--- src/design/mpq_pkg.sv ---
`timescale 1ns / 1ps
// ----------------------------------------------------------------------------
// mpq_pkg
// shared codes, command type and widths of the multilevel priority ready queue
// ----------------------------------------------------------------------------
package mpq_pkg;

  localparam int DEF_LEVELS      = 4;
  localparam int DEF_LEVEL_DEPTH = 16;
  localparam int LV_W            = 5;

  localparam logic [1:0] MODE_ENQ = 2'd0;
  localparam logic [1:0] MODE_DEQ = 2'd1;
  localparam logic [1:0] MODE_REM = 2'd2;

  localparam logic [2:0] ST_OK        = 3'd0;
  localparam logic [2:0] ST_ILLEGAL   = 3'd1;
  localparam logic [2:0] ST_FULL      = 3'd2;
  localparam logic [2:0] ST_EMPTY     = 3'd3;
  localparam logic [2:0] ST_NOTFOUND  = 3'd4;
  localparam logic [2:0] ST_INTERRUPT = 3'd5;

  localparam logic [2:0] REG_LEVEL_COUNT_RESET = 3'd4;

  typedef struct packed {
    logic [1:0]      mode;
    logic [7:0]      id;
    logic [2:0]      prio;
    logic            illegal;
    logic            intr;
    logic [LV_W-1:0] lv;
  } cmd_t;

endpackage

--- src/design/mpq_front.sv ---
`timescale 1ns / 1ps
// ----------------------------------------------------------------------------
// mpq_front
// accepts commands, classifies priority and mode, holds them in a two-entry queue
// ----------------------------------------------------------------------------
module mpq_front #(
  parameter int LEVELS = mpq_pkg::DEF_LEVELS
) (
  input  logic          clk,
  input  logic          rst,
  input  logic          start,
  output logic          busy,
  input  logic [1:0]    mode,
  input  logic [7:0]    proc_id,
  input  logic [2:0]    priority_req,
  input  logic          is_interrupt_process,
  input  logic [2:0]    level_count,
  output logic          cmd_valid,
  output mpq_pkg::cmd_t cmd,
  input  logic          cmd_pop
);
  import mpq_pkg::*;

  cmd_t       q [2];
  logic       wp;
  logic       rp;
  logic [1:0] cnt;
  cmd_t       cls;
  logic [LV_W-1:0] lv;
  logic       push;

  always_comb begin
    if ({2'b00, level_count} > LV_W'(LEVELS)) begin
      lv = LV_W'(LEVELS);
    end else begin
      lv = {2'b00, level_count};
    end
    cls.mode    = mode;
    cls.id      = proc_id;
    cls.prio    = priority_req;
    cls.intr    = is_interrupt_process;
    cls.lv      = lv;
    cls.illegal = (mode == 2'd3) ||
                  (((mode == MODE_ENQ) || (mode == MODE_REM)) && ({2'b00, priority_req} >= lv));
  end

  assign busy      = (cnt == 2'd2);
  assign push      = start && !busy;
  assign cmd_valid = (cnt != 2'd0);
  assign cmd       = q[rp];

  always_ff @(posedge clk) begin
    if (push) begin
      q[wp] <= cls;
    end
    if (rst) begin
      wp  <= 1'b0;
      rp  <= 1'b0;
      cnt <= 2'd0;
    end else begin
      if (push) begin
        wp <= ~wp;
      end
      if (cmd_pop) begin
        rp <= ~rp;
      end
      cnt <= cnt + 2'(push) - 2'(cmd_pop);
    end
  end

endmodule

--- src/design/mpq_back.sv ---
`timescale 1ns / 1ps
// ----------------------------------------------------------------------------
// mpq_back
// executes queued commands against the per-level ring buffers in one memory
// ----------------------------------------------------------------------------
module mpq_back #(
  parameter int LEVELS      = mpq_pkg::DEF_LEVELS,
  parameter int LEVEL_DEPTH = mpq_pkg::DEF_LEVEL_DEPTH
) (
  input  logic          clk,
  input  logic          rst,
  input  logic          cmd_valid,
  input  mpq_pkg::cmd_t cmd,
  output logic          cmd_pop,
  output logic          done,
  output logic [2:0]    status,
  output logic [7:0]    out_id,
  output logic [1:0]    out_level
);
  import mpq_pkg::*;

  localparam int MEM_DEPTH = LEVELS * LEVEL_DEPTH;
  localparam int AW = (MEM_DEPTH > 1) ? $clog2(MEM_DEPTH) : 1;
  localparam int LW = (LEVELS > 1) ? $clog2(LEVELS) : 1;
  localparam int HW = (LEVEL_DEPTH > 1) ? $clog2(LEVEL_DEPTH) : 1;
  localparam int CW = $clog2(LEVEL_DEPTH + 1);

  typedef enum logic [1:0] {S_IDLE, S_DEQ, S_SRCH, S_SHIFT} state_t;

  state_t        state;
  logic [7:0]    mem [MEM_DEPTH];
  logic [7:0]    rdata;
  logic [HW-1:0] heads  [LEVELS];
  logic [CW-1:0] counts [LEVELS];
  logic [LW-1:0] cur_lvl;
  logic [7:0]    cur_id;
  logic [CW-1:0] pos;

  logic          any_ready;
  logic [LW-1:0] first_lvl;
  logic [LW-1:0] cmd_lvl;
  logic [LW-1:0] rd_lvl;
  logic [CW:0]   rd_pos;
  logic [AW-1:0] rd_addr;
  logic          wr_en;
  logic [AW-1:0] wr_addr;
  logic [7:0]    wr_data;
  logic          enq_ok;

  function automatic logic [AW-1:0] slot(input logic [LW-1:0] l, input logic [CW:0] p);
    logic [CW+1:0] s;
    s = (CW+2)'(heads[l]) + (CW+2)'(p);
    if (s >= (CW+2)'(LEVEL_DEPTH)) begin
      s = s - (CW+2)'(LEVEL_DEPTH);
    end
    return AW'(l * LEVEL_DEPTH + s);
  endfunction

  always_comb begin
    any_ready = 1'b0;
    first_lvl = '0;
    for (int l = LEVELS - 1; l >= 0; l--) begin
      if ((LV_W'(l) < cmd.lv) && (counts[l] != '0)) begin
        any_ready = 1'b1;
        first_lvl = LW'(l);
      end
    end
  end

  always_comb begin
    cmd_lvl = LW'(cmd.prio);
    cmd_pop = (state == S_IDLE) && cmd_valid;
    enq_ok  = (cmd.mode == MODE_ENQ) && !cmd.illegal && !cmd.intr &&
              (counts[cmd_lvl] < CW'(LEVEL_DEPTH));
    unique case (state)
      S_IDLE:  begin
        rd_lvl = (cmd.mode == MODE_DEQ) ? first_lvl : cmd_lvl;
        rd_pos = '0;
      end
      S_SRCH:  begin
        rd_lvl = cur_lvl;
        rd_pos = (CW+1)'(pos) + (CW+1)'(1);
      end
      S_SHIFT: begin
        rd_lvl = cur_lvl;
        rd_pos = (CW+1)'(pos) + (CW+1)'(2);
      end
      default: begin
        rd_lvl = cur_lvl;
        rd_pos = '0;
      end
    endcase
    rd_addr = slot(rd_lvl, rd_pos);
    if (state == S_SHIFT) begin
      wr_en   = 1'b1;
      wr_addr = slot(cur_lvl, (CW+1)'(pos));
      wr_data = rdata;
    end else begin
      wr_en   = cmd_pop && enq_ok;
      wr_addr = slot(cmd_lvl, (CW+1)'(counts[cmd_lvl]));
      wr_data = cmd.id;
    end
  end

  always_ff @(posedge clk) begin
    if (wr_en) begin
      mem[wr_addr] <= wr_data;
    end
    rdata <= mem[rd_addr];
  end

  always_ff @(posedge clk) begin
    if (rst) begin
      state     <= S_IDLE;
      done      <= 1'b0;
      status    <= ST_OK;
      out_id    <= '0;
      out_level <= '0;
      cur_lvl   <= '0;
      cur_id    <= '0;
      pos       <= '0;
      for (int l = 0; l < LEVELS; l++) begin
        heads[l]  <= '0;
        counts[l] <= '0;
      end
    end else begin
      done      <= 1'b0;
      out_id    <= '0;
      out_level <= '0;
      unique case (state)
        S_IDLE: begin
          if (cmd_valid) begin
            cur_id <= cmd.id;
            unique case (cmd.mode)
              MODE_ENQ: begin
                done <= 1'b1;
                if (cmd.illegal) begin
                  status <= ST_ILLEGAL;
                end else if (cmd.intr) begin
                  status <= ST_INTERRUPT;
                end else if (!enq_ok) begin
                  status <= ST_FULL;
                end else begin
                  status          <= ST_OK;
                  out_id          <= cmd.id;
                  out_level       <= 2'(cmd.prio);
                  counts[cmd_lvl] <= counts[cmd_lvl] + CW'(1);
                end
              end
              MODE_DEQ: begin
                if (!any_ready) begin
                  done   <= 1'b1;
                  status <= ST_EMPTY;
                end else begin
                  cur_lvl <= first_lvl;
                  state   <= S_DEQ;
                end
              end
              MODE_REM: begin
                if (cmd.illegal) begin
                  done   <= 1'b1;
                  status <= ST_ILLEGAL;
                end else if (counts[cmd_lvl] == '0) begin
                  done   <= 1'b1;
                  status <= ST_NOTFOUND;
                end else begin
                  cur_lvl <= cmd_lvl;
                  pos     <= '0;
                  state   <= S_SRCH;
                end
              end
              default: begin
                done   <= 1'b1;
                status <= ST_ILLEGAL;
              end
            endcase
          end
        end
        S_DEQ: begin
          done      <= 1'b1;
          status    <= ST_OK;
          out_id    <= rdata;
          out_level <= 2'(cur_lvl);
          if (heads[cur_lvl] == HW'(LEVEL_DEPTH - 1)) begin
            heads[cur_lvl] <= '0;
          end else begin
            heads[cur_lvl] <= heads[cur_lvl] + HW'(1);
          end
          counts[cur_lvl] <= counts[cur_lvl] - CW'(1);
          state <= S_IDLE;
        end
        S_SRCH: begin
          if (rdata == cur_id) begin
            if ((CW+1)'(pos) + (CW+1)'(1) < (CW+1)'(counts[cur_lvl])) begin
              state <= S_SHIFT;
            end else begin
              done            <= 1'b1;
              status          <= ST_OK;
              out_id          <= cur_id;
              out_level       <= 2'(cur_lvl);
              counts[cur_lvl] <= counts[cur_lvl] - CW'(1);
              state           <= S_IDLE;
            end
          end else if ((CW+1)'(pos) + (CW+1)'(1) < (CW+1)'(counts[cur_lvl])) begin
            pos <= pos + CW'(1);
          end else begin
            done   <= 1'b1;
            status <= ST_NOTFOUND;
            state  <= S_IDLE;
          end
        end
        S_SHIFT: begin
          pos <= pos + CW'(1);
          if ((CW+1)'(pos) + (CW+1)'(2) >= (CW+1)'(counts[cur_lvl])) begin
            done            <= 1'b1;
            status          <= ST_OK;
            out_id          <= cur_id;
            out_level       <= 2'(cur_lvl);
            counts[cur_lvl] <= counts[cur_lvl] - CW'(1);
            state           <= S_IDLE;
          end
        end
        default: state <= S_IDLE;
      endcase
    end
  end

  a_pop_idle: assert property (@(posedge clk) disable iff (rst)
    cmd_pop |-> (state == S_IDLE))
    else $error("command taken while back end busy");
  a_id_zero: assert property (@(posedge clk) disable iff (rst)
    (done && (status != ST_OK)) |-> ((out_id == '0) && (out_level == '0)))
    else $error("nonzero id on failed command");
  a_deq_done: assert property (@(posedge clk) disable iff (rst)
    (state == S_DEQ) |=> done)
    else $error("dequeue did not complete");
  a_cnt_bound: assert property (@(posedge clk) disable iff (rst)
    counts[cur_lvl] <= CW'(LEVEL_DEPTH))
    else $error("level count beyond depth");

endmodule

--- src/design/multilevel_priority_ready_queue.sv ---
`timescale 1ns / 1ps
// ----------------------------------------------------------------------------
// multilevel_priority_ready_queue
// ready queue of process ids with one fifo per priority level
// ----------------------------------------------------------------------------
// Commands are taken while busy is low into a two-entry command queue. An
// enqueue is registered in the command queue and then completes in the back
// end's idle state; a dequeue reads its entry in S_DEQ before it completes,
// and a remove walks the level in S_SRCH and S_SHIFT one entry a cycle
// through the single registered read port of the entry memory. A command
// taken while the back end is busy first waits in the queue for the commands
// ahead of it. Each result is shown on status, out_id and out_level for one
// cycle with done high and must be taken then.
module multilevel_priority_ready_queue #(
  parameter int LEVELS      = mpq_pkg::DEF_LEVELS,
  parameter int LEVEL_DEPTH = mpq_pkg::DEF_LEVEL_DEPTH
) (
  input  logic        clk,
  input  logic        rst,
  input  logic        start,
  output logic        busy,
  input  logic [1:0]  mode,
  input  logic [7:0]  proc_id,
  input  logic [2:0]  priority_req,
  input  logic        is_interrupt_process,
  output logic        done,
  output logic [2:0]  status,
  output logic [7:0]  out_id,
  output logic [1:0]  out_level,
  input  logic        psel,
  input  logic        penable,
  input  logic        pwrite,
  input  logic [0:0]  paddr,
  input  logic [31:0] pwdata,
  output logic [31:0] prdata,
  output logic        pready
);
  import mpq_pkg::*;

  logic [2:0] level_count;
  logic       cmd_valid;
  cmd_t       cmd;
  logic       cmd_pop;

  assign pready = 1'b1;
  assign prdata = (paddr == 1'b0) ? {29'd0, level_count} : 32'd0;

  always_ff @(posedge clk) begin
    if (rst) begin
      level_count <= REG_LEVEL_COUNT_RESET;
    end else if (psel && penable && pwrite && pready && (paddr == 1'b0)) begin
      level_count <= pwdata[2:0];
    end
  end

  mpq_front #(.LEVELS(LEVELS)) u_front (
    .clk                  (clk),
    .rst                  (rst),
    .start                (start),
    .busy                 (busy),
    .mode                 (mode),
    .proc_id              (proc_id),
    .priority_req         (priority_req),
    .is_interrupt_process (is_interrupt_process),
    .level_count          (level_count),
    .cmd_valid            (cmd_valid),
    .cmd                  (cmd),
    .cmd_pop              (cmd_pop)
  );

  mpq_back #(.LEVELS(LEVELS), .LEVEL_DEPTH(LEVEL_DEPTH)) u_back (
    .clk       (clk),
    .rst       (rst),
    .cmd_valid (cmd_valid),
    .cmd       (cmd),
    .cmd_pop   (cmd_pop),
    .done      (done),
    .status    (status),
    .out_id    (out_id),
    .out_level (out_level)
  );

endmodule
--- config.mk ---
export PLATFORM = sky130hd
export DESIGN_NAME = multilevel_priority_ready_queue
export DESIGN_NICKNAME = d
export VERILOG_FILES = /design/src/design/mpq_pkg.sv /design/src/design/mpq_front.sv /design/src/design/mpq_back.sv /design/src/design/multilevel_priority_ready_queue.sv
export SDC_FILE = /design/constraint.sdc
export NUM_CORES = 1
export LEC_CHECK = 0
export CAP_MARGIN = 20
export CORE_MARGIN = 5
export CORE_UTILIZATION = 51
export DETAILED_ROUTE_END_ITERATION = 10
export DONT_BUFFER_PORTS = 1
export PLACE_DENSITY = 0.7
export RECOVER_POWER = 50
export SLEW_MARGIN = 40
export SYNTH_ARGS = -nofsm -noshare
export SYNTH_HDL_FRONTEND = slang
export SYNTH_SLANG_ARGS = --single-unit
--- constraint.sdc ---
create_clock -name clk -period 5.72 [get_ports clk]
set_input_delay 0.572 -clock clk [delete_from_list [all_inputs] [get_ports clk]]
set_output_delay 0.572 -clock clk [all_outputs]
set_load 0.01 [all_outputs]
==> results by group <==
Die
  • Die footprint: 0.0580 mm2
  • DIE WIDTH: 241 um
  • Site Rows: 84
  • Core Box Area: 0.0527 mm2
  • Starting Density: 0.516
  • Io pins: 101
  • Die H: 241 um

Critical path
  • Slowest stage delay, CP: 0.56 ns
  • Type of the worst setup path: register to register
  • R2R Setup Slk: 0.06 ns
  • Worst-path cell with the longest stage delay: or4_4
  • FF-to-FF path depth: 29
  • Critical R2R Capture: u_back.rdata[7]
  • Crit path DAT: 6.18 ns
  • Worst R2R Start: u_back.counts[0][2]
  • Worst EP required: 6.24 ns
  • Worst Path Buf+Inv: 3
  • Worst setup SP type: register
  • Crit path max-delay family: simple AND/OR/NAND/NOR gates
  • Worst-path maximum fanout: 8
  • Critical Path Sink Type: register

Pwr
  • Sequential share of power: 0.372
  • Sw power: 0.00499 W
  • Logic pwr share: 0.368
  • PD cells: 502 mW/mm2
  • Maximum VDD drop: 0.421 mV
  • Clock Power Share: 0.260
  • Pleak: 10.3 nW
  • Power Total: 0.0155 W
  • Switching Share: 0.321
  • P_int: 0.0105 W

Timing
  • Setup TNS: 0 ns
  • Worst Clk Skew: 0.0681 ns
  • Hold Violations, Final: 0
  • Max-slew violation count: 130
  • Fin worst setup slack: 0.0570 ns
  • Tightest Pin Transition: 2.85 ns
  • # setup viols final: 0
  • Tcrit/Tclk final: 0.990
  • Tmin final: 5.66 ns
  • Setup repair after global routing missed its margin: true
  • Max Fclk: 177 MHz
  • Relative slew slack: -0.898

Drt
  • Drc violations: 0
  • Via count: 14600
  • DR vias/cell: 6.07
  • DRT iter0 DRCs: 1425
  • Drt pass-1 iters: 5
  • Drt wl/cell: 25.4 um
  • Antenna Nets Post-Route: 0
  • Post-Route WL: 61.1 mm

Logic synthesis
  • Mapped Cells: 1540
  • Main synth FF type: edfxtp_1
  • EDFF count, synth: 582
  • Ys Warns: 0
  • Post-synthesis sequential area ratio: 0.679
  • Fraction of registers with async set/reset: 0
  • Post-Syn Area per Cell: 17.7 um2
  • Post-Syn Area: 0.0272 mm2
  • Synth area leaders: edfxtp_1 64%, mux4_2 15%, dfxtp_1 3.6%
  • Synth Register Bits: 631
  • Share of the synthesized area in the top cell type: 0.643
  • Yosys cell types: 80
  • Largest area contributor in the netlist: edfxtp_1

Min path
  • Worst Min Path Start: rst
  • Hold Path End: level_count[2]
  • Hold Path Cell Cnt: 1
  • Hold/Removal Path Class: input port to register

Global routing
  • Tot GR Track Use: 0.211
  • First-pass GRT wire length: 91.2 mm
  • Global route total overflow: 0
  • Antenna violations before repair: 0
  • Vias in the first global route: 14700
  • Largest net degree at the start of global routing: 129

Place
  • Final Wtd Congestion: 0.857
  • Placed cell count: 2268
  • Setup slack after placement: -0.137 ns
  • PortBufs: 0
  • HPWL Detailed: 37.5 mm

CTS
  • Clock-pin slew on the worst setup and hold paths: 0.06 ns
  • TritonCTS clock tree: done
  • CTS root buffer: clkbuf_16
  • Worst-skew pair later-pin latency: 0.65 ns
  • CTS Buf Count: 60
  • Clock tree sinks: 631
  • H-tree level count: 2
  • Deepest clock path buffer count: 3

Layout
  • Non-filler cells, final: 2401
  • Core Util, Final: 0.588
  • P&R area growth vs syn: 13.9%
  • Fin nets: 1760
  • Commonest cells after routing, fill and taps aside: 582 x edfxtp_1, 185 x mux4_2, 148 x nor2_1
  • Diode count: 0
  • Commonest non-fill, non-tap cell in the layout: edfxtp_1
  • Share of post-route cells with drive strength above 1: 0.262

Run status
  • Failing checks: capacitance limit, slew limit
  • Status: finished with violations

Job
  • Max Cap Viol: 2
==> cell usage after synthesis, types with 4 or more instances <==
cell / number
a22oi_1: 6
a211oi_1: 16
o22ai_1: 7
o21bai_1: 4
nand3_1: 16
dfxtp_1: 49
nor3_1: 20
nand3b_1: 6
nor2_1: 151
o21a_1: 4
o21ai_0: 21
nor4_1: 6
a21oi_1: 35
ha_1: 41
nor3b_1: 4
o211ai_1: 4
buf_4: 30
or4_1: 5
xor2_1: 21
o21ai_2: 4
and2_1: 5
o21ai_1: 10
inv_1: 45
a31oi_1: 5
a221oi_1: 9
mux4_2: 185
edfxtp_1: 582
nand2_1: 48
xnor2_1: 13
clkbuf_1: 42
mux2_2: 6
buf_1: 14
or2_2: 5
nand2b_1: 15
nor2b_1: 7
a21o_1: 5
o31ai_1: 9
buf_6: 4
mux2i_1: 27
==> logic make-up after synthesis <==
logic type,count (synthesis),share of synthesized area
DFF,631,0.679
and+or+nand+nor,301,0.0517
muxes,224,0.169
AOI/OAI and AO/OA,162,0.0415
buffers and inverters,140,0.0247
adders and majority gates,44,0.0211
xor gates and xnor gates,36,0.0126
other,2,0.000276
==> per-layer routing <==
metal / share of wire / wire (um) / vias to the layer above / track usage
met1: 0.39 / 23900 / 7475 / 0.289
met5: 0 / 0 / - / 0
li1: - / - / 6358 / -
met4: 0.031 / 1900 / 0 / 0.0687
met2: 0.50 / 30300 / 630 / 0.349
met3: 0.081 / 4930 / 112 / 0.0408
==> power groups by stage <==
stage / clock (W) / sequential [W] / combinational [W]
after CTS: 0.00411 / 0.00574 / 0.00572
after global routing: 0.00429 / 0.00580 / 0.00612
final: 0.00404 / 0.00578 / 0.00572
after detailed placement: 0 / 0.00584 / 0.00564
after floorplan: 0 / 0.00577 / 0.00398
after global placement: 0 / 0.00583 / 0.00554
==> registers in the layout, summed over array words and instances (netlist names), named ones only <==
| name | count |
|---|---|
| u_front.rp | 1 |
| u_back.cur_id | 8 |
| u_back.status | 3 |
| u_back.out_level | 2 |
| u_back.heads | 16 |
| u_back.mem | 512 |
| u_back.pos | 5 |
| u_back.done | 1 |
| u_back.counts | 20 |
| level_count | 3 |
| u_back.out_id | 8 |
| u_back.state | 2 |
| u_front.wp | 1 |
| u_front.q | 34 |
| u_back.rdata | 8 |
| u_front.cnt | 2 |
| u_back.cur_lvl | 2 |
==> worst max-delay path by stage <==
stage          slack (ns)  depth (start not counted)                start              end
4_1_cts             0.007                         29  u_back.counts[0][3]  u_back.rdata[7]
3_3_place_gp        -0.02                         26  u_back.counts[0][3]  u_back.rdata[3]
5_1_grt             -0.21                         29  u_back.counts[0][3]  u_back.rdata[7]
3_5_place_dp        -0.14                         29  u_back.counts[0][3]  u_back.rdata[7]
6_report             0.06                         29  u_back.counts[0][2]  u_back.rdata[7]
2_1_floorplan        0.02                         29             register  u_back.rdata[3]
==> layout make-up <==
cell class	count	area, um2
fillers	3835	21700
flip-flops and latches	631	18500
multi-input cells	797	8400
clock buffers	71	1540
repair buffers	126	1050
well taps	688	861
clock inverters	41	468
inverters	47	176
==> repair_timing <==
action | 4_1_cts | 5_1_grt
endpoints found under the hold margin | 57 | 0
endpoints found under the setup margin | 8 | 8
pin swaps | 2 | 13
resized for setup | 8 | 21
hold buffers | 15 | 0
buffers inserted | 1 | 3
==> per-stage QoR <==
step | hold slack [ns] | cell area [um2]
3_3_place_gp | 0.487 | 28600
5_1_grt | 0.0271 | 30900
6_report | 0.0387 | 30900
2_1_floorplan | 0.470 | 27300
4_1_cts | 0.000795 | 30800
3_5_place_dp | 0.498 | 28600
Note: power is estimated with default switching activity, not from simulation.
